$ cat src/rtl/tbse_pkg.sv
// Shared types, constants and the element type table for the tensor byte size estimator.
// No dependencies; every other file in rtl/ imports this package.
`default_nettype none

package tbse_pkg;

    localparam int DIM_W      = 64;
    localparam int TYPE_W     = 8;
    localparam int CNT_W      = 3;
    localparam int SH_W       = 4;
    localparam int BYTES_W    = 8;
    localparam int NUM_DIM_IN = 4;
    localparam int HALF_W     = DIM_W / 2;
    localparam int PROD_W     = DIM_W + BYTES_W;

    // stream payload widths: dim_count then four dimensions, padded to bytes
    localparam int S_DATA_RAW = CNT_W + NUM_DIM_IN * DIM_W;
    localparam int S_DATA_W   = ((S_DATA_RAW + 7) / 8) * 8;

    // log2 of the block size
    localparam logic [SH_W-1:0] SH_BLK1   = SH_W'(0);
    localparam logic [SH_W-1:0] SH_BLK32  = SH_W'(5);
    localparam logic [SH_W-1:0] SH_BLK256 = SH_W'(8);

    typedef struct packed {
        logic               known;
        logic [SH_W-1:0]    sh;
        logic [BYTES_W-1:0] bytes;
    } tinfo_t;

    // context carried down the pipeline with each descriptor
    typedef struct packed {
        logic                               ok;
        logic [CNT_W-1:0]                   n;
        logic [SH_W-1:0]                    sh;
        logic [BYTES_W-1:0]                 bytes;
        logic [DIM_W-1:0]                   acc;
        logic [NUM_DIM_IN-2:0][DIM_W-1:0]   rest;
    } ctx_t;

    typedef struct packed {
        logic [DIM_W-1:0] byte_count;
        logic             known;
    } result_t;

    function automatic tinfo_t type_info(input logic [TYPE_W-1:0] id);
        tinfo_t t;
        t.known = 1'b1;
        t.sh    = SH_BLK1;
        t.bytes = '0;
        case (id)
            8'd0:  begin t.sh = SH_BLK1;   t.bytes = 8'd4;   end
            8'd1:  begin t.sh = SH_BLK1;   t.bytes = 8'd2;   end
            8'd2:  begin t.sh = SH_BLK32;  t.bytes = 8'd18;  end
            8'd3:  begin t.sh = SH_BLK32;  t.bytes = 8'd20;  end
            8'd6:  begin t.sh = SH_BLK32;  t.bytes = 8'd22;  end
            8'd7:  begin t.sh = SH_BLK32;  t.bytes = 8'd24;  end
            8'd8:  begin t.sh = SH_BLK32;  t.bytes = 8'd34;  end
            8'd9:  begin t.sh = SH_BLK32;  t.bytes = 8'd36;  end
            8'd10: begin t.sh = SH_BLK256; t.bytes = 8'd84;  end
            8'd11: begin t.sh = SH_BLK256; t.bytes = 8'd110; end
            8'd12: begin t.sh = SH_BLK256; t.bytes = 8'd144; end
            8'd13: begin t.sh = SH_BLK256; t.bytes = 8'd176; end
            8'd14: begin t.sh = SH_BLK256; t.bytes = 8'd210; end
            8'd16: begin t.sh = SH_BLK256; t.bytes = 8'd66;  end
            8'd17: begin t.sh = SH_BLK256; t.bytes = 8'd74;  end
            8'd18: begin t.sh = SH_BLK256; t.bytes = 8'd98;  end
            8'd19: begin t.sh = SH_BLK256; t.bytes = 8'd50;  end
            8'd20: begin t.sh = SH_BLK32;  t.bytes = 8'd18;  end
            8'd21: begin t.sh = SH_BLK256; t.bytes = 8'd110; end
            8'd22: begin t.sh = SH_BLK256; t.bytes = 8'd82;  end
            8'd23: begin t.sh = SH_BLK256; t.bytes = 8'd136; end
            8'd24: begin t.sh = SH_BLK1;   t.bytes = 8'd1;   end
            8'd25: begin t.sh = SH_BLK1;   t.bytes = 8'd2;   end
            8'd26: begin t.sh = SH_BLK1;   t.bytes = 8'd4;   end
            8'd27: begin t.sh = SH_BLK1;   t.bytes = 8'd8;   end
            8'd28: begin t.sh = SH_BLK1;   t.bytes = 8'd8;   end
            8'd29: begin t.sh = SH_BLK256; t.bytes = 8'd56;  end
            8'd30: begin t.sh = SH_BLK1;   t.bytes = 8'd2;   end
            default: begin t.known = 1'b0; end
        endcase
        return t;
    endfunction

endpackage

`default_nettype wire

$ cat src/rtl/tbse_scale.sv
// Block count times bytes per block, with the final overflow check.
// Depends on tbse_pkg.
`default_nettype none

module tbse_scale (
    input  wire                 aclk,
    input  wire                 aresetn,
    input  wire                 en,
    input  wire                 in_valid,
    input  tbse_pkg::ctx_t      in_ctx,
    output logic                out_valid,
    output tbse_pkg::result_t   out_res
);
    import tbse_pkg::*;

    logic              valid_reg;
    logic              ok_reg;
    logic [PROD_W-1:0] prod_reg, prod_next;
    logic [DIM_W-1:0]  blocks;
    logic              good;

    always_comb begin
        blocks    = in_ctx.acc >> in_ctx.sh;
        prod_next = PROD_W'(blocks) * PROD_W'(in_ctx.bytes);
        good      = ok_reg && (prod_reg[PROD_W-1:DIM_W] == '0);
        out_res.known      = good;
        out_res.byte_count = good ? prod_reg[DIM_W-1:0] : '0;
    end

    always_ff @(posedge aclk) begin
        if (!aresetn) begin
            valid_reg <= 1'b0;
        end else if (en) begin
            valid_reg <= in_valid;
        end
    end

    always_ff @(posedge aclk) begin
        if (en) begin
            ok_reg   <= in_ctx.ok;
            prod_reg <= prod_next;
        end
    end

    assign out_valid = valid_reg;

endmodule

`default_nettype wire

$ cat config.mk
export PLATFORM = sky130hd
export DESIGN_NAME = tbse_scale
export DESIGN_NICKNAME = d
export VERILOG_FILES = /design/src/rtl/tbse_pkg.sv /design/src/rtl/tbse_scale.sv
export SDC_FILE = /design/constraint.sdc
export NUM_CORES = 1
export LEC_CHECK = 0
export BUFFER_PORTS_ARGS = -buffer_cell sky130_fd_sc_hd__buf_2
export CAP_MARGIN = 10
export CORE_ASPECT_RATIO = 0.6
export CORE_MARGIN = 3
export CORE_UTILIZATION = 50
export CTS_BUF_LIST = sky130_fd_sc_hd__clkbuf_8
export DETAILED_ROUTE_END_ITERATION = 10
export PLACE_DENSITY = 0.7
export SYNTH_ARGS = -nofsm -noshare
export SYNTH_HDL_FRONTEND = slang
export SYNTH_SLANG_ARGS = --single-unit
$ cat constraint.sdc
create_clock -name aclk -period 20.2 [get_ports aclk]
set_input_delay 1.01 -clock aclk [delete_from_list [all_inputs] [get_ports aclk]]
set_output_delay 1.01 -clock aclk [all_outputs]
set_load 0.01 [all_outputs]
==> impl_metrics.toml <==
[clock_network]
cts_tree = "yes"
cts.sinks = 74
postCtsResizedCells = 0
cts_max_level = 3
post_cts.repair.setup_buffers = 0
clockBufferDepth = 2
clkLatencyLatePin_ns = 0.42
cts.clk_slew.worst_paths_ns = 0.09
ctsHoldBuffers = 0
numCtsBuffers = 9
ctsRootBufferMaster = "clkbuf_8"

[detailed_routing]
drtAntennaViolNets = 0
drt-total-wl_mm = 62.07
vias = 17410
dr.pass1.iters = 6
drc = 0
routed_via_density = 5.852
dr.first_iter.drc_count = 1706
wl_per_cell_microns = 20.87

[global_route]
grt_pass1_wl_mm = 99.57
antenna_found_initial = 2
gr-total-overflow = 0
grt_max_degree = 84
grt_pass1_vias = 17800
groute.layer.met2.usage_pct = 42.81
grt_use_met3_pct = 9.807
grt.busiest_layer = "met2"
grt_use_met1_pct = 41.62
grtUsageTotal_pct = 29.25

[timing]
fin_tns_setup_ns = 0
period_minus_slack_ns = 8.967
hold_viol_final = 0
period_share_pct = 44.39
holdWs_ns = 0.5178
fmax_mhz = 111.5
fin_worst_skew_ns = 0
setup_violations = 0
slew_viol_final = 0
rsz0062_at_grt = "no"
slew_headroom_pct = 27.44
tightest_slew_ns = 1.085

[layout]
nets = 3148
fill_cells = 3711
regArea_sq_um = 2212
multi_input_area_sq_um = 16900
drive_gt1_share_pct = 11.02
largest_reg_flops = 72
area_delta_synth_final_pct = 6.369

[critical_path]
path_max_fanout = 45
crit_path_end_kind = "register"
crit_type = "in -> reg"
cp.required_ns = 20.37
startpoint_type = "primary input"
cp.arrival_ns = 9.14

[floorplanning]
die-area_sq_um = 44050
rows = 57
die_w_microns = 269.0
die_y_microns = 163.8
coreArea_sq_um = 40720
io_pins = 342
initial_core_util_pct = 50.94

[synth]
synth_top_flop_cell = "edfxtp_1"
synth-edff-count = 73
yosysUniqueCellTypes = 70
synthArstFlopShare_pct = 0
ys_seq_elements = 74
synth.avg_cell_area_sq_um = 8.794
synthCells = 2359
synth_fp_nets = 3099
netlist_area_sq_um = 20750
yosysWarnings = 0
seq_area_frac_synth_pct = 10.66

[placed_design]
place.detailed.hpwl_mm = 49.14
port_buffers = 146
place_congestion = 1.038

[run]
max_cap_viol_count = 0

[hold_path]
hp-class = "reg -> reg"

[status]
outcome = "finished, final reports clean"
path summary, 6_finish.rpt:
check                            startpoint      endpoint  slack, ns  cells after the start
worst max-delay path            in_ctx[266]  prod_reg[43]      11.23                     21
worst min-delay path              out_valid     out_valid       0.52                      2
worst max register to register    out_valid     out_valid      19.61                      2
worst min register to register    out_valid     out_valid       0.52                      2
synth_stat cells (36+ instances only):
| master | n | area share [%] |
|---|---|---|
| o21ai_0 | 51 | 1.2 |
| and2_1 | 120 | 3.6 |
| inv_1 | 300 | 5.4 |
| edfxtp_1 | 73 | 11 |
| fa_1 | 372 | 36 |
| a21o_1 | 40 | 1.4 |
| ha_1 | 92 | 5.5 |
| nand2_1 | 251 | 4.5 |
| nor2_1 | 389 | 7.0 |
| xnor2_1 | 36 | 1.5 |
| mux2i_1 | 61 | 2.9 |
| mux4_2 | 45 | 4.9 |
| clkbuf_1 | 99 | 1.8 |
| a21oi_1 | 96 | 2.3 |
critical path, cell delays in order:
cell       delay [ns]
buf_2            0.71
inv_2            0.52
buf_4            0.39
nand2_1          0.10
nand2_1          0.07
mux2i_1          0.74
nor2_1           0.16
fa_1             0.48
fa_1             0.49
fa_1             0.52
fa_1             0.41
ha_1             0.44
a21oi_1          0.47
o21ai_0          0.43
a2111oi_0        0.67
o311ai_1         0.22
nand2_1          0.49
o21ai_1          0.17
a31oi_1          0.31
o21ai_1          0.11
xor2_1           0.16
cell families (layout without fill, tap and decap cells):
group           count (synthesis)  count (layout)  synth area share [%]
compound gates                305             305                 9.264
xor+xnor                       67              67                 2.829
fa+ha+maj                     464             464                 41.44
buf+inv                       432             486                 7.919
flops                          74              74                 10.66
mux                           123             123                 8.751
other cells                     0               1                     0
simple gates                  894             894                 19.13
metrics by stage:
stage | cells | util (%) | worst slack, ns | area, sq um
floorplan | 2359 | - | 12.92 | 20750
global placement | 2957 | 53.61 | 10.97 | 21830
detailed placement | 2957 | 53.61 | 10.89 | 21830
CTS | 2973 | 54.18 | 11.37 | 22060
global route | 2974 | 54.19 | 10.65 | 22070
finish | 2974 | 54.19 | 11.23 | 22070
layout by cell type (no fill, tap or decap), types with 4 or more instances in the layout:
| cell | count |
|---|---|
| xnor2_1 | 36 |
| buf_4 | 21 |
| xor2_1 | 31 |
| nand2b_1 | 13 |
| edfxtp_1 | 73 |
| a21oi_1 | 96 |
| nor2_1 | 389 |
| nor3_1 | 28 |
| o21ai_1 | 26 |
| o21ai_0 | 51 |
| nand4_1 | 28 |
| nand2_1 | 251 |
| a211oi_1 | 12 |
| mux2i_1 | 61 |
| nor2b_1 | 15 |
| mux4_2 | 45 |
| o21bai_1 | 12 |
| o22ai_1 | 4 |
| o21a_1 | 14 |
| a21o_1 | 40 |
| clkbuf_8 | 9 |
| inv_2 | 5 |
| or2_2 | 8 |
| nand3_1 | 10 |
| nor4_1 | 14 |
| buf_2 | 144 |
| fa_1 | 372 |
| mux2_2 | 17 |
| or3_1 | 4 |
| and2_1 | 120 |
| o31ai_1 | 4 |
| a31oi_1 | 8 |
| inv_1 | 299 |
| o211ai_1 | 7 |
| ha_1 | 92 |
metal layers:
metal  part of all wire (%)  wire length (microns)
met1                     42                  26360
met2                     42                  26380
met3                     12                   7696
met4                    2.6                   1611
met5                  0.045                     28
final cells by class:
class,count,area share (%)
diodes,1,0.01134
flip-flops and latches,74,10.02
inverters,305,5.188
repair buffers,165,3.980
well taps,560,3.175
multi-input cells,1853,76.57
clock inverters,7,0.4876
clock buffers,9,0.5613
Power is left out: the tool's default activity adds up to more than one toggle a clock period on the data nets, which glitch-free logic cannot reach.
