## src/rtl/tbse_pkg.sv

```systemverilog
// Shared types, constants and the element type table for the tensor byte size estimator.
// No dependencies; every other file in rtl/ imports this package.
`default_nettype none

package tbse_pkg;

    localparam int DIM_W      = 64;
    localparam int TYPE_W     = 8;
    localparam int CNT_W      = 3;
    localparam int SH_W       = 4;
    localparam int BYTES_W    = 8;
    localparam int NUM_DIM_IN = 4;
    localparam int HALF_W     = DIM_W / 2;
    localparam int PROD_W     = DIM_W + BYTES_W;

    // stream payload widths: dim_count then four dimensions, padded to bytes
    localparam int S_DATA_RAW = CNT_W + NUM_DIM_IN * DIM_W;
    localparam int S_DATA_W   = ((S_DATA_RAW + 7) / 8) * 8;

    // log2 of the block size
    localparam logic [SH_W-1:0] SH_BLK1   = SH_W'(0);
    localparam logic [SH_W-1:0] SH_BLK32  = SH_W'(5);
    localparam logic [SH_W-1:0] SH_BLK256 = SH_W'(8);

    typedef struct packed {
        logic               known;
        logic [SH_W-1:0]    sh;
        logic [BYTES_W-1:0] bytes;
    } tinfo_t;

    // context carried down the pipeline with each descriptor
    typedef struct packed {
        logic                               ok;
        logic [CNT_W-1:0]                   n;
        logic [SH_W-1:0]                    sh;
        logic [BYTES_W-1:0]                 bytes;
        logic [DIM_W-1:0]                   acc;
        logic [NUM_DIM_IN-2:0][DIM_W-1:0]   rest;
    } ctx_t;

    typedef struct packed {
        logic [DIM_W-1:0] byte_count;
        logic             known;
    } result_t;

    function automatic tinfo_t type_info(input logic [TYPE_W-1:0] id);
        tinfo_t t;
        t.known = 1'b1;
        t.sh    = SH_BLK1;
        t.bytes = '0;
        case (id)
            8'd0:  begin t.sh = SH_BLK1;   t.bytes = 8'd4;   end
            8'd1:  begin t.sh = SH_BLK1;   t.bytes = 8'd2;   end
            8'd2:  begin t.sh = SH_BLK32;  t.bytes = 8'd18;  end
            8'd3:  begin t.sh = SH_BLK32;  t.bytes = 8'd20;  end
            8'd6:  begin t.sh = SH_BLK32;  t.bytes = 8'd22;  end
            8'd7:  begin t.sh = SH_BLK32;  t.bytes = 8'd24;  end
            8'd8:  begin t.sh = SH_BLK32;  t.bytes = 8'd34;  end
            8'd9:  begin t.sh = SH_BLK32;  t.bytes = 8'd36;  end
            8'd10: begin t.sh = SH_BLK256; t.bytes = 8'd84;  end
            8'd11: begin t.sh = SH_BLK256; t.bytes = 8'd110; end
            8'd12: begin t.sh = SH_BLK256; t.bytes = 8'd144; end
            8'd13: begin t.sh = SH_BLK256; t.bytes = 8'd176; end
            8'd14: begin t.sh = SH_BLK256; t.bytes = 8'd210; end
            8'd16: begin t.sh = SH_BLK256; t.bytes = 8'd66;  end
            8'd17: begin t.sh = SH_BLK256; t.bytes = 8'd74;  end
            8'd18: begin t.sh = SH_BLK256; t.bytes = 8'd98;  end
            8'd19: begin t.sh = SH_BLK256; t.bytes = 8'd50;  end
            8'd20: begin t.sh = SH_BLK32;  t.bytes = 8'd18;  end
            8'd21: begin t.sh = SH_BLK256; t.bytes = 8'd110; end
            8'd22: begin t.sh = SH_BLK256; t.bytes = 8'd82;  end
            8'd23: begin t.sh = SH_BLK256; t.bytes = 8'd136; end
            8'd24: begin t.sh = SH_BLK1;   t.bytes = 8'd1;   end
            8'd25: begin t.sh = SH_BLK1;   t.bytes = 8'd2;   end
            8'd26: begin t.sh = SH_BLK1;   t.bytes = 8'd4;   end
            8'd27: begin t.sh = SH_BLK1;   t.bytes = 8'd8;   end
            8'd28: begin t.sh = SH_BLK1;   t.bytes = 8'd8;   end
            8'd29: begin t.sh = SH_BLK256; t.bytes = 8'd56;  end
            8'd30: begin t.sh = SH_BLK1;   t.bytes = 8'd2;   end
            default: begin t.known = 1'b0; end
        endcase
        return t;
    endfunction

endpackage

`default_nettype wire

```

## src/rtl/tbse_front.sv

```systemverilog
// First stage: type lookup, count check and round-up of the first dimension.
// Depends on tbse_pkg.
`default_nettype none

module tbse_front #(
    parameter int DIM_LIMIT = 4
) (
    input  wire                             aclk,
    input  wire                             aresetn,
    input  wire                             en,
    input  wire                             in_valid,
    input  wire [tbse_pkg::TYPE_W-1:0]      type_id,
    input  wire [tbse_pkg::CNT_W-1:0]       dim_count,
    input  wire [tbse_pkg::NUM_DIM_IN-1:0][tbse_pkg::DIM_W-1:0] dims,
    output logic                            out_valid,
    output tbse_pkg::ctx_t                  out_ctx
);
    import tbse_pkg::*;

    logic             valid_reg;
    ctx_t             ctx_reg, ctx_next;
    tinfo_t           ti;
    logic [DIM_W-1:0] blk_m1;
    logic             cnt_ok;
    logic             rnd_ovf;

    always_comb begin
        ti      = type_info(type_id);
        blk_m1  = (DIM_W'(1) << ti.sh) - DIM_W'(1);
        cnt_ok  = (dim_count != '0) && (dim_count <= CNT_W'(DIM_LIMIT));
        // d + (blk-1) overflows exactly when d > ~(blk-1)
        rnd_ovf = dims[0] > ~blk_m1;

        ctx_next.ok    = ti.known && cnt_ok && !rnd_ovf;
        ctx_next.n     = dim_count;
        ctx_next.sh    = ti.sh;
        ctx_next.bytes = ti.bytes;
        ctx_next.acc   = (dims[0] + blk_m1) & ~blk_m1;
        for (int i = 0; i < NUM_DIM_IN - 1; i++) begin
            ctx_next.rest[i] = dims[i+1];
        end
    end

    always_ff @(posedge aclk) begin
        if (!aresetn) begin
            valid_reg <= 1'b0;
        end else if (en) begin
            valid_reg <= in_valid;
        end
    end

    always_ff @(posedge aclk) begin
        if (en) begin
            ctx_reg <= ctx_next;
        end
    end

    assign out_valid = valid_reg;
    assign out_ctx   = ctx_reg;

endmodule

`default_nettype wire

```

## config.mk

```make
export PLATFORM = sky130hd
export DESIGN_NAME = tbse_front
export DESIGN_NICKNAME = d
export VERILOG_FILES = /design/src/rtl/tbse_pkg.sv /design/src/rtl/tbse_front.sv
export SDC_FILE = /design/constraint.sdc
export NUM_CORES = 1
export LEC_CHECK = 0
export ABC_AREA = 1
export BUFFER_PORTS_ARGS = -buffer_cell sky130_fd_sc_hd__clkbuf_2
export CAP_MARGIN = 40
export CELL_PAD_IN_SITES_DETAIL_PLACEMENT = 0
export CELL_PAD_IN_SITES_GLOBAL_PLACEMENT = 1
export CORE_AREA = 2 2 209 211
export DETAILED_ROUTE_END_ITERATION = 12
export DIE_AREA = 0 0 211 213
export PLACE_DENSITY = 0.85
export SETUP_SLACK_MARGIN = 0.15
export SLEW_MARGIN = 25
export SYNTH_ARGS = -nofsm -noshare
export SYNTH_HDL_FRONTEND = slang
export SYNTH_SLANG_ARGS = --single-unit
```

## constraint.sdc

```tcl
create_clock -name aclk -period 8.05 [get_ports aclk]
set_clock_uncertainty 0.1 [all_clocks]
set_input_delay 0 -clock aclk [delete_from_list [all_inputs] [get_ports aclk]]
set_output_delay 0 -clock aclk [all_outputs]
set_load 0.01 [all_outputs]
```

==> out/results.tsv <==
metric	value	unit
outcome	finished, final reports clean	
p_sw	1.22	mW
port_buffers	542	
syn_avg_cell_area	8.81	um^2
r2r_slack	6710	ps
grt_pass1_wl	100000	um
critical_path.max_fanout	29	
fin_crit	6140	ps
start_util	0.344	
cts_max_path_buffers	3	
synthXorXnorAreaFrac	0.0191	
via_per_inst	4.79	
stdcell_area	0.0219	mm^2
synth_edf_count	270	
num_vias	14900	
dieArea	0.0449	mm^2
yosys_warnings	0	
post-route-drc-count	0	
clk_latency	580	ps
area.sequential	0.00813	mm^2
max_stage_delay	720	ps
p_comb_frac	0.213	
pin_count	544	
vdd_ir_drop_max	0.000176	V
cts_buffers	31	
p_clk_frac	0.355	
syn_inst	1667	
max_freq	163	MHz
setup_viol	0	
worstPathArrival	6400	ps
power_density	188	mW/mm^2
yosysUniqueCellTypes	40	
async_flop_share	0	
drive_above_1_share	0.242	
drv_slew	0	
clkTransAtPathRegs	70	ps
cp_top_family	buffers and inverters	
cap_violations	0	
ys_seq_area_frac	0.553	
crit_top_cell	nand2_1	
cp_slowest_cell	inv_2	
dr.pass1.iters	5	
worst_slew_pin_slew	1100	ps
rows	76	
critPathKind	in2reg	
nNetsFinal	2881	
dpl.hpwl	58300	um
synth_compound_area_frac	0.0481	
startpoint_type	primary input	
seq_power_share	0.432	
multiInputGateArea	0.00546	mm^2
fin_total_pwr	4.11	mW
clkSinkCount	271	
antenna_found_initial	14	
grt_max_degree	176	
switching_share	0.296	
synth_ff_type	edfxtp_1	
leakagePower	10.8	nW
slew_headroom	0.264	
die_w	211	um
cts_resized	0	
cp-end-kind	register	
syn2layout_area_growth	49.3	%
clockRootBuffer	clkbuf_16	
cp.required	8310	ps
rsz0062_at_grt	false	
synthSimpleGateAreaFrac	0.238	
critPathBufInv	8	
cts_tree	done	
die_h	213	um
overflow	0	
synth_top_family_by_area	simple AND/OR/NAND/NOR gates	
internal-power	2.90	mW
wirelength	72600	um
synthMuxAreaShare	0	
synth_area	0.0147	mm^2
synthAdderAreaFrac	0.0576	
fin_crit_sh	0.762	
ys_ff_latch	271	
routedWlPerCell	23.3	um
hold_viol	0	
grt_pass1_vias	14800	
drt_iter0_drc	1201	
core	0.0427	mm^2
finalSetupTns	0	ps
htreeDepth	1	
track_usage	0.313	
ant_nets	0	
fillCellCount	4006	
place_area	0.0182	mm^2
holdCritPathClass	in2reg	
gp_congestion	1.03	
==> logic make-up after synthesis <==
group	Yosys count
fa+ha+maj	67
simple gates	849
flops	271
xor+xnor	32
other cells	1
buf+inv	322
compound gates	125
==> power groups by stage <==
stage,Sequential [mW],Clock (mW),Combinational [mW]
floorplan,1.85,0,0.271
global placement,1.80,0,0.746
detailed placement,1.80,0,0.742
CTS,1.78,1.49,0.864
global route,1.78,1.54,0.938
finish,1.78,1.46,0.878
==> final timing paths <==
kind | cells after the start | end | from
worst min register to register | 3 | out_valid | out_valid
worst max register to register | 3 | out_valid | out_valid
worst min-delay path | 5 | out_ctx[248] | dims[56]
worst max-delay path | 27 | out_ctx[241] | type_id[6]
==> worst reg2reg max path: stages, from the launching register on <==
cell and delay (ps):
dfxtp_1 310, o21ai_0 160, a21oi_1 60, dlygate4sd3_1 590
==> repair_timing <==
| item | CTS | global route |
|---|---|---|
| buffers inserted | 0 | 0 |
| hold buffers | 269 | 0 |
| endpoints found under the hold margin | 355 | 0 |
| setup endpoints to repair | 0 | 0 |
==> flip-flops by register name (all words and copies together), names as in the netlist <==
register and flops:
out_ctx 270, out_valid 1
==> layer usage <==
metal  wire, um  up-vias  GRT usage
li1           -     7080          -
met1      29300     7102      0.383
met2      35300      615      0.545
met3       5100      136     0.0656
met4       2880        2      0.113
met5         13        -          0
==> synthesized netlist by cell type, types with 4 or more instances <==
master,instances,share of area
a21oi_1,78,0.027
edfxtp_1,270,0.55
ha_1,66,0.056
inv_1,310,0.079
inv_2,7,0.0018
nand2_1,537,0.14
nand2_2,4,0.0017
nand3_1,68,0.023
nand3b_1,5,0.0026
nand4_1,15,0.0064
nor2_1,171,0.044
nor2_2,11,0.0047
nor3_1,19,0.0065
nor4_1,5,0.0021
o21ai_0,15,0.0051
o21bai_1,20,0.010
xnor2_1,16,0.0095
xor2_1,16,0.0095
==> placed cells by master, fill, tap and decap left out, types with 2 or more instances in the layout <==
cell	count
nor2_4	3
nor2_2	11
ha_1	66
clkinv_2	2
and2_1	2
a21oi_1	78
nand3_2	2
nand2_1	537
xor2_1	16
nand4_1	15
o21ai_0	15
nor2_1	171
xnor2_1	16
clkinv_1	5
clkbuf_16	31
inv_2	7
a211oi_1	2
dlygate4sd3_1	269
o21bai_1	20
diode_2	5
nand3_1	68
nor3_1	19
nor4_1	5
clkbuf_1	9
o2111ai_1	2
inv_1	310
clkinvlp_4	3
bufinv_16	4
nand3b_1	5
edfxtp_1	270
conb_1	36
clkbuf_2	541
o21a_1	3
nand2_2	4
nor3_2	3
==> per-stage QoR <==
| stage | setup WS (ps) | hold WS, ps | utilization | cells |
|---|---|---|---|---|
| finish | 1910 | 16.4 | 0.514 | 3118 |
| global route | 1660 | 22.4 | 0.513 | 3115 |
| CTS | 2070 | 0.172 | 0.513 | 3113 |
| detailed placement | 3060 | 78.6 | 0.426 | 2787 |
| global placement | 3120 | 77.9 | 0.426 | 2787 |
| floorplan | 4830 | -6.54 | - | 1702 |
==> final cells by class <==
class	instances	area share
Antenna cell	5	0.000571
Clock buffer	40	0.0369
Clock inverter	17	0.00953
Inverter	318	0.0545
Multi-Input combinational cell	1109	0.249
Sequential cell	271	0.371
Tap cell	546	0.0312
Timing Repair Buffer	812	0.248
(Power assumes the default switching activity.)
