File: config.mk
export PLATFORM = sky130hd
export DESIGN_NAME = tbse_out_skid
export DESIGN_NICKNAME = d
export VERILOG_FILES = /design/src/rtl/tbse_pkg.sv /design/src/rtl/tbse_out_skid.sv
export SDC_FILE = /design/constraint.sdc
export NUM_CORES = 1
export LEC_CHECK = 0
export BUFFER_PORTS_ARGS = -buffer_cell sky130_fd_sc_hd__buf_2
export CORE_ASPECT_RATIO = 0.5
export CORE_MARGIN = 5
export CORE_UTILIZATION = 40
export CTS_CLUSTER_DIAMETER = 200
export DETAILED_ROUTE_END_ITERATION = 10
export GPL_TIMING_DRIVEN = 0
export REMOVE_ABC_BUFFERS = 1
export SYNTH_ARGS = -nofsm -noshare
export SYNTH_HDL_FRONTEND = slang
export SYNTH_SLANG_ARGS = --single-unit
File: constraint.sdc
create_clock -name aclk -period 11.69 [get_ports aclk]
set_clock_uncertainty 0.2 [all_clocks]
set_input_delay 1.169 -clock aclk [delete_from_list [all_inputs] [get_ports aclk]]
set_output_delay 1.169 -clock aclk [all_outputs]
set_load 0.05 [all_outputs]
File: src/rtl/tbse_pkg.sv
// Shared types, constants and the element type table for the tensor byte size estimator.
// No dependencies; every other file in rtl/ imports this package.
`default_nettype none

package tbse_pkg;

    localparam int DIM_W      = 64;
    localparam int TYPE_W     = 8;
    localparam int CNT_W      = 3;
    localparam int SH_W       = 4;
    localparam int BYTES_W    = 8;
    localparam int NUM_DIM_IN = 4;
    localparam int HALF_W     = DIM_W / 2;
    localparam int PROD_W     = DIM_W + BYTES_W;

    // stream payload widths: dim_count then four dimensions, padded to bytes
    localparam int S_DATA_RAW = CNT_W + NUM_DIM_IN * DIM_W;
    localparam int S_DATA_W   = ((S_DATA_RAW + 7) / 8) * 8;

    // log2 of the block size
    localparam logic [SH_W-1:0] SH_BLK1   = SH_W'(0);
    localparam logic [SH_W-1:0] SH_BLK32  = SH_W'(5);
    localparam logic [SH_W-1:0] SH_BLK256 = SH_W'(8);

    typedef struct packed {
        logic               known;
        logic [SH_W-1:0]    sh;
        logic [BYTES_W-1:0] bytes;
    } tinfo_t;

    // context carried down the pipeline with each descriptor
    typedef struct packed {
        logic                               ok;
        logic [CNT_W-1:0]                   n;
        logic [SH_W-1:0]                    sh;
        logic [BYTES_W-1:0]                 bytes;
        logic [DIM_W-1:0]                   acc;
        logic [NUM_DIM_IN-2:0][DIM_W-1:0]   rest;
    } ctx_t;

    typedef struct packed {
        logic [DIM_W-1:0] byte_count;
        logic             known;
    } result_t;

    function automatic tinfo_t type_info(input logic [TYPE_W-1:0] id);
        tinfo_t t;
        t.known = 1'b1;
        t.sh    = SH_BLK1;
        t.bytes = '0;
        case (id)
            8'd0:  begin t.sh = SH_BLK1;   t.bytes = 8'd4;   end
            8'd1:  begin t.sh = SH_BLK1;   t.bytes = 8'd2;   end
            8'd2:  begin t.sh = SH_BLK32;  t.bytes = 8'd18;  end
            8'd3:  begin t.sh = SH_BLK32;  t.bytes = 8'd20;  end
            8'd6:  begin t.sh = SH_BLK32;  t.bytes = 8'd22;  end
            8'd7:  begin t.sh = SH_BLK32;  t.bytes = 8'd24;  end
            8'd8:  begin t.sh = SH_BLK32;  t.bytes = 8'd34;  end
            8'd9:  begin t.sh = SH_BLK32;  t.bytes = 8'd36;  end
            8'd10: begin t.sh = SH_BLK256; t.bytes = 8'd84;  end
            8'd11: begin t.sh = SH_BLK256; t.bytes = 8'd110; end
            8'd12: begin t.sh = SH_BLK256; t.bytes = 8'd144; end
            8'd13: begin t.sh = SH_BLK256; t.bytes = 8'd176; end
            8'd14: begin t.sh = SH_BLK256; t.bytes = 8'd210; end
            8'd16: begin t.sh = SH_BLK256; t.bytes = 8'd66;  end
            8'd17: begin t.sh = SH_BLK256; t.bytes = 8'd74;  end
            8'd18: begin t.sh = SH_BLK256; t.bytes = 8'd98;  end
            8'd19: begin t.sh = SH_BLK256; t.bytes = 8'd50;  end
            8'd20: begin t.sh = SH_BLK32;  t.bytes = 8'd18;  end
            8'd21: begin t.sh = SH_BLK256; t.bytes = 8'd110; end
            8'd22: begin t.sh = SH_BLK256; t.bytes = 8'd82;  end
            8'd23: begin t.sh = SH_BLK256; t.bytes = 8'd136; end
            8'd24: begin t.sh = SH_BLK1;   t.bytes = 8'd1;   end
            8'd25: begin t.sh = SH_BLK1;   t.bytes = 8'd2;   end
            8'd26: begin t.sh = SH_BLK1;   t.bytes = 8'd4;   end
            8'd27: begin t.sh = SH_BLK1;   t.bytes = 8'd8;   end
            8'd28: begin t.sh = SH_BLK1;   t.bytes = 8'd8;   end
            8'd29: begin t.sh = SH_BLK256; t.bytes = 8'd56;  end
            8'd30: begin t.sh = SH_BLK1;   t.bytes = 8'd2;   end
            default: begin t.known = 1'b0; end
        endcase
        return t;
    endfunction

endpackage

`default_nettype wire

File: src/rtl/tbse_out_skid.sv
// Output register with a skid entry; its fill state gates the pipeline.
// Depends on tbse_pkg.
`default_nettype none

module tbse_out_skid (
    input  wire                 aclk,
    input  wire                 aresetn,
    input  wire                 tail_valid,
    input  tbse_pkg::result_t   tail_res,
    output logic                pipe_en,
    output logic                m_valid,
    input  wire                 m_ready,
    output tbse_pkg::result_t   m_res
);
    import tbse_pkg::*;

    logic    out_valid_reg, out_valid_next;
    logic    skid_full_reg, skid_full_next;
    result_t out_reg, out_next;
    result_t skid_reg, skid_next;
    logic    tail_in;
    logic    out_load;

    always_comb begin
        tail_in        = tail_valid && !skid_full_reg;
        out_load       = !out_valid_reg || m_ready;
        out_valid_next = out_valid_reg;
        skid_full_next = skid_full_reg;
        out_next       = out_reg;
        skid_next      = skid_reg;
        if (out_load) begin
            if (skid_full_reg) begin
                out_next       = skid_reg;
                out_valid_next = 1'b1;
                skid_full_next = 1'b0;
            end else begin
                out_next       = tail_res;
                out_valid_next = tail_in;
            end
        end else if (tail_in) begin
            skid_next      = tail_res;
            skid_full_next = 1'b1;
        end
    end

    always_ff @(posedge aclk) begin
        if (!aresetn) begin
            out_valid_reg <= 1'b0;
            skid_full_reg <= 1'b0;
        end else begin
            out_valid_reg <= out_valid_next;
            skid_full_reg <= skid_full_next;
        end
    end

    always_ff @(posedge aclk) begin
        out_reg  <= out_next;
        skid_reg <= skid_next;
    end

    assign pipe_en = !skid_full_reg;
    assign m_valid = out_valid_reg;
    assign m_res   = out_reg;

endmodule

`default_nettype wire

==> metrics, run 1 <==
ANT nets after route 0; final hold violations 0; Setup Buffers After CTS 0; non-filler instance count after layout between 500 and 600; sequential share of the synthesized area 0.813; commonest non-fill, non-tap cells in the layout 135 x buf_2, 130 x edfxtp_1, 48 x mux2_2; worst hold start skid_reg[50]; DR vias 2435; Pwr Density 194 mW/mm^2; ratio of cells with drive above 1 in the final layout 0.633; worst endpoint data arrival time between 3 and 4 ns; Layout area overhead 32.0%; Setup Viol. Count Final 0; Placed Area 0.00577 mm^2; Die H 87.9 um; IO Pins 136; FF-to-FF End skid_reg[4]; DP HPWL between 6000 and 7000 um; clock tree buffer depth 2; crit path from m_ready; Die Wd 166 um; Tmin final around 3.4 ns; ratio of final minimum period to clock period 0.292; Clk pin slew, worst setup/hold paths 0.06 ns; root buffer cell clkbuf_16; Seq cells post-synth around 130; hold-fix buffer count after cts 0; crit path to skid_reg[4]; starting density of the core 0.410; Placer Congestion between 0.6 and 0.7; commonest non-fill, non-tap cell in the layout buf_2; largest net degree at the start of global routing 69; nature of the critical path startpoint input pin; post-route cell area 0.00641 mm^2; Avg Inst Size Synth ~23 um^2; r2r setup slk 8.84 ns; Core Region 0.0118 mm^2; worst-path fanout max approximately 70; initial antenna violation count 0; Leak around 2.5 nW; Inst Count DP 509; RSZ-0062 raised after global routing false; max incr delay on CP 1.04 ns; CTS tree done; Crit Path Category in2reg; worst path cell trace buf_2 > nand2b_4 > nor3b_2 > buf_6 > buf_8; CP Data Required Time between 10 and 15 ns; Port-buffer cells 135; Total GRT Usage 0.129; final wirelength 9180 um; status complete, no violations; Clk Latency, worst-skew pair 0.40 ns; DRC Markers 0; Reg2Reg Launch Point m_valid; FMAX 0.293 GHz; drt via density roughly 4.5; DR iter-0 viols ~130; Hold Crit Class reg2reg; area of the multi-input gates around 840 um^2; Crit. End Element flop; Post-Syn Area just under 0.005 mm^2; Worst Max-Slew Pin Slew slightly above 1 ns; Peak VDD IR a little over 100 uV; setup tns final 0 ns; Num CTS Buffers 17; slowest library cell on the worst path nor3b_2; clock sinks approximately 130; vias in the first global route about 2700; nets roughly 430; fill cell count between 900 and 1000; die area roughly 0.015 mm^2; WHS between 0.3 and 0.4 ns; Final Util 0.541; Rows 28; Syn. warnings 0; Slew Viols, Final 0; grt total ovfl 0; H-tree depth 4; Routed WL per cell 17.0 um; DRT Pass-1 Iters 4; MaxCap Viol Count 0; first-pass GRT wire length around 14000 um; Cells after Synth 211; R2R depth 4; Rel. slew slack 0.308; diode count 0; post-synth cell types 13; register area approximately 0.0039 mm^2; CTS resizes 0
-- Yosys cell counts --
master | count | area [um^2]
buf_6 | 2 | 22.5
buf_12 | 1 | 20.0
mux2_2 | 48 | 541
edfxtp_1 | 130 | 3900
buf_2 | 4 | 20.0
nor3b_1 | 2 | 15.0
dfxtp_1 | 2 | 40.0
a21boi_0 | 1 | 7.51
nand2b_1 | 1 | 6.26
mux2_4 | 17 | 255
inv_1 | 1 | 3.75
nor2_1 | 1 | 3.75
buf_8 | 1 | 15.0
-- report_power, final --
part | switching, W | total, W | internal, W
registers | 0.00000611 | 0.000553 | 0.000547
logic | 0.0000885 | 0.000123 | 0.0000349
clock network | 0.000192 | 0.000568 | 0.000376
total | 0.000287 | 0.00124 | 0.000958
-- worst max-delay path, delay by kind of cell --
kind,cells,cell delay [ns]
buffers and inverters,3,0.53
AND/OR/NAND/NOR,2,1.61
-- worst min path at each step --
| stage | to | slack [ns] | cells after the start |
|---|---|---|---|
| after floorplan | m_res[0] | 0.32 | 1 |
| after global placement | m_res[8] | 0.33 | 1 |
| after detailed placement | m_res[39] | 0.33 | 1 |
| after CTS | m_res[50] | 0.34 | 1 |
| after global routing | m_res[0] | 0.35 | 1 |
| final | m_res[50] | 0.34 | 1 |
-- through the flow --
step | setup slack [ns] | power [W]
6_report | 8.28 | 0.00124
4_1_cts | 8.16 | 0.00126
2_1_floorplan | 3.26 | 0.000651
5_1_grt | 8.07 | 0.00129
3_3_place_gp | 0.179 | 0.000686
3_5_place_dp | 7.73 | 0.000689
-- kinds of logic after synthesis --
logic type	share of synthesized area
AOI/OAI and AO/OA	0.00155
buffers and inverters	0.0168
muxes	0.164
DFF	0.813
and+or+nand+nor	0.00516
-- metal layers --
| metal | GRT usage | vias up | routed length, um |
|---|---|---|---|
| met2 | 0.240 | 52 | 5170 |
| met4 | 0.0546 | 0 | 85 |
| met5 | 0 | - | 0 |
| met3 | 0.0433 | 10 | 372 |
| met1 | 0.139 | 1218 | 3550 |
| li1 | - | 1155 | - |
-- layout make-up --
class                           instances  share of cell area
Tap cell                              165              0.0322
Sequential cell                       132               0.616
Clock buffer                           17              0.0664
Inverter                                1            0.000586
Clock inverter                         15              0.0332
Multi-Input combinational cell         70               0.131
Timing Repair Buffer                  141               0.120
Power figures use the tool's default switching activity.
==> run 2: changes to the inputs <==
Settings changed: PLACE_DENSITY set to 0.66.
Clock period 11.69 ns to 2.8 ns, I/O delays scaled along.
==> metrics, run 2 (synthesis results as in run 1) <==
Routed WL per cell around 17 um; Rel. slew slack 0.356; Clk Latency, worst-skew pair just under 0.4 ns; CTS resizes 0; Setup Viol. Count Final 0; IO Pins about 140; final wirelength 10300 um; DP HPWL 6390 um; CP Data Required Time ~2.7 ns; root buffer cell clkbuf_16; Die Wd between 150 and 200 um; Clk pin slew, worst setup/hold paths roughly 0.060 ns; Inst Count DP 510; grt total ovfl 0; Port-buffer cells between 100 and 150; nets between 500 and 600; R2R depth 5; starting density of the core 0.410; Slew Viols, Final 0; Hold Crit Class reg2reg; non-filler instance count after layout 610; worst-path fanout max 34; dpl ws about 0.077 ns; Layout area overhead 44.4%; final hold violations 0; clock tree buffer depth 2; ANT nets after route 0; first-pass GRT wire length 16100 um; Power Total ~0.0050 W; worst endpoint data arrival time between 2 and 2.5 ns; largest net degree at the start of global routing a little under 70; Crit Path Category reg2reg; Leak 2.71 nW; die area approximately 0.015 mm^2; Die H 87.9 um; hold path cells 1; Num CTS Buffers 17; fill cell count around 950; Tmin final around 2.4 ns; commonest non-fill, non-tap cell in the layout buf_2; initial antenna violation count 0; Pwr Density roughly 700 mW/mm^2; status complete, no violations; nature of the critical path startpoint flop; FMAX 0.424 GHz; Worst Max-Slew Pin Slew 0.967 ns; Placed Area about 0.0058 mm^2; clock sinks ~130; MaxCap Viol Count 0; ratio of final minimum period to clock period 0.843; DR iter-0 viols 110; H-tree depth 4; vias in the first global route a little over 3000; post-route cell area roughly 0.007 mm^2; Placer Congestion around 0.71; final setup margin between 0.4 and 0.5 ns; DRT Pass-1 Iters 4; Setup Buffers After CTS 0; Core Region around 0.012 mm^2; DRC Markers 0; Peak VDD IR approximately 340 uV; commonest non-fill, non-tap cells in the layout 135 x buf_2, 130 x edfxtp_1, 67 x dlygate4sd3_1; Crit. End Element flop; ratio of cells with drive above 1 in the final layout 0.539; Rows 28; CTS tree done; drt via density approximately 4.5; Total GRT Usage 0.144; RSZ-0062 raised after global routing false; diode count 0; DR vias roughly 2700
## run 2: cell count changes in the layout (fill, tap and decap cells not counted), sizes merged
cell / before / now
bufinv: 5 / 2
dlygate4sd3: 0 / 67
nand2b: 1 / 2
buf: 141 / 142
clkinvlp: 2 / 5
## run 2: layout make-up
type                            instances  area, um^2  area share
Sequential cell                       132        3950       0.563
Clock buffer                           17         425      0.0607
Multi-Input combinational cell         71         850       0.121
Tap cell                              165         206      0.0295
Timing Repair Buffer                  209        1430       0.205
Clock inverter                         15         141      0.0202
Inverter                                1        3.75    0.000536
## run 2: final timing paths
| path | start | end | slack (ns) |
|---|---|---|---|
| hold reg to reg | skid_reg[46] | m_res[46] | 0.34 |
| setup / recovery | m_valid | skid_reg[4] | 0.44 |
| hold / removal | skid_reg[46] | m_res[46] | 0.34 |
| setup reg to reg | m_valid | skid_reg[4] | 0.44 |
## run 2: stage by stage
step	utilization	hold WS, ns	setup TNS, ns
after floorplan	-	0.179	-337.23
after global placement	0.478	0.270	-582.02
after detailed placement	0.487	0.272	0
after CTS	0.591	0.349	0
after global routing	0.592	0.355	0
final	0.592	0.345	0
## run 2: routing by layer
layer	vias up	wire, um	global-route usage
met1	1368	3880	0.150
met3	13	365	0.0356
met4	0	131	0.0644
met5	-	0	0
met2	55	5950	0.281
li1	1296	-	-
## run 2: report_power, final
part | internal, W | switching [W]
combinational | 0.000207 | 0.000386
clock | 0.00130 | 0.000791
sequential | 0.00228 | 0.0000298
## run 2: critical path, stage by stage (launching register included)
cell	delay, ns
dfxtp_1	0.44
nand2b_4	0.33
nor3b_2	0.50
buf_6	0.22
buf_6	0.18
buf_6	0.17
## run 2: what timing repair did
action | in CTS | in global routing
hold buffers | 67 | 0
endpoints found under the hold margin | 108 | 0
endpoints found under the setup margin | 0 | 23
==> run 3: changes to the inputs <==
Settings changed: ABC_AREA set to 1, PLACE_DENSITY 0.66 to unset.
Clock period 2.8 ns to 2.4 ns, I/O delays scaled along.
==> metrics, run 3 <==
status complete, no violations; Die H roughly 88 um; worst path cell trace buf_12 > clkinv_16 > nand2_1 > nor2_4 > buf_12 > buf_16; Worst Max-Slew Pin Slew about 0.55 ns; sequential share of the synthesized area 0.817; MaxCap Viol Count 0; final hold violations 0; starting density of the core 0.409; Routed WL per cell ~14 um; grt total ovfl 0; FF-to-FF End skid_reg[0]; Top delay family on crit path buffers and inverters; Core Region ~0.012 mm^2; worst path bufs/invs 4; nature of the critical path startpoint flop; root buffer cell clkbuf_16; largest net degree at the start of global routing 68; first-pass GRT wire length between 15000 and 20000 um; crit path from skid_full_reg; worst endpoint data arrival time between 2 and 2.5 ns; Num CTS Buffers 17; Pint about 0.0046 W; FMAX 0.450 GHz; Tmin final 2.22 ns; CTS tree done; Comb power frac 0.122; post-route cell area between 0.007 and 0.008 mm^2; non-filler instance count after layout about 750; Crit Path Category reg2reg; clock power share 0.435; DR iter-0 viols about 120; final wirelength 10700 um; initial antenna violation count 0; Setup Viol. Count Final 0; Peak VDD IR about 450 uV; Leak just over 3 nW; net switching power 0.00149 W; Rel. slew slack 0.634; Pwr Density roughly 870 mW/mm^2; commonest non-fill, non-tap cells in the layout 197 x nand2_1, 135 x buf_2, 130 x edfxtp_1; r2r setup slk around 0.18 ns; diode count 0; Inst Count DP about 640; Cells after Synth about 350; ANT nets after route 0; IO Pins roughly 140; post-synth cell types 11; max incr delay on CP 0.53 ns; post-synth top area share 0.809; R2R depth 6; nets around 640; Synth area leader edfxtp_1; worst-path fanout max 67; DP HPWL around 6100 um; CP Data Required Time about 2.4 ns; worst hold start m_ready; hold-critical path endpoint m_res[50]; Reg2Reg Launch Point skid_full_reg; CP most frequent cell buf_12; Synth top cells by count 198 x nand2_1, 130 x edfxtp_1, 8 x buf_2; Sw Share 0.244; Clk pin slew, worst setup/hold paths ~0.060 ns; Die Wd roughly 170 um; DRT Pass-1 Iters 4; ratio of cells with drive above 1 in the final layout 0.300; Avg Inst Size Synth ~14 um^2; hold path cells 3; ratio of final minimum period to clock period 0.926; drt via density 4.38; slowest library cell on the worst path dfxtp_4; clock tree buffer depth 2; Rows 28; Seq cells post-synth around 130; most common cell in the netlist nand2_1; Total GRT Usage 0.152; commonest non-fill, non-tap cell in the layout nand2_1; Clk Latency, worst-skew pair approximately 0.40 ns; Main synth FF type edfxtp_1; ys async rst share 0; vias in the first global route ~3300; H-tree depth 4; area of the multi-input gates 786 um^2; Slew Viols, Final 0; Area contributors post-synth edfxtp_1 81%, nand2_1 15%, buf_6 1.2%; Syn. warnings 0; Placer Congestion 0.727; register area just under 0.004 mm^2; Power Total approximately 0.0061 W; Port-buffer cells about 140; clock sinks ~130; die area 0.0145 mm^2; Placed Area approximately 0.0057 mm^2; RSZ-0062 raised after global routing false; fill cell count approximately 960; Hold Crit Class in2reg; EDFF count, synth 130; DRC Markers 0; Crit. End Element flop; setup tns final 0 ns; Post-Syn Area ~0.0048 mm^2; Layout area overhead 46.4%; sequential power share 0.444; DR vias approximately 3300
run 3: final cells by class:
type	instances	area share
inverters	2	0.00478
clock inverters	15	0.0267
flip-flops and latches	132	0.559
clock buffers	17	0.0602
multi-input cells	204	0.111
well taps	165	0.0292
repair buffers	210	0.209
run 3: cell families after synthesis:
kind of cell           synth area share
AND/OR/NAND/NOR                   0.157
flip-flops                        0.817
AO/OA/AOI/OAI                   0.00104
buffers and inverters            0.0246
run 3: through the flow:
stage,setup slack (ns),utilization,hold WS (ns)
after floorplan,-3.43,-,0.139
after global placement,-5.75,0.474,0.233
after detailed placement,-1.10,0.484,0.233
after CTS,0.00568,0.597,0.299
after global routing,0.0679,0.599,0.319
final,0.177,0.599,0.297
run 3: worst reg2reg max path, cell delays in order, from the launching register on:
cell and delay [ns]:
dfxtp_4 0.53, buf_12 0.30, clkinv_16 0.26, nand2_1 0.23, nor2_4 0.07, buf_12 0.18, buf_16 0.20
run 3: worst max path at each step:
| stage | depth (start not counted) | endpoint | slack, ns |
|---|---|---|---|
| floorplan | 2 | skid_reg[0] | -3.43 |
| global placement | 4 | skid_reg[28] | -5.75 |
| detailed placement | 6 | skid_reg[6] | -1.10 |
| CTS | 6 | skid_reg[35] | 0.006 |
| global route | 6 | skid_reg[43] | 0.07 |
| finish | 6 | skid_reg[0] | 0.18 |
run 3: layer usage:
metal	track usage	vias to the layer above	wire, um
met3	0.0353	12	417
met5	0	-	0
met4	0.0621	0	160
li1	-	1622	-
met2	0.274	68	5700
met1	0.178	1562	4440
run 3: power by group through the flow:
stage	clock [W]	combinational [W]	sequential, W
after floorplan	0	0.0000918	0.00312
after global placement	0	0.000629	0.00278
after detailed placement	0	0.000656	0.00276
after CTS	0.00271	0.000751	0.00272
after global routing	0.00283	0.000792	0.00272
final	0.00266	0.000746	0.00271
run 3: timing repair:
action / 4_1_cts / 5_1_grt
buffers inserted: 1 / 0
hold buffers: 70 / 0
cloned: 1 / 0
resized for setup: 4 / 3
setup endpoints to repair: 66 / 32
pin swaps: 1 / 0
endpoints found under the hold margin: 132 / 0
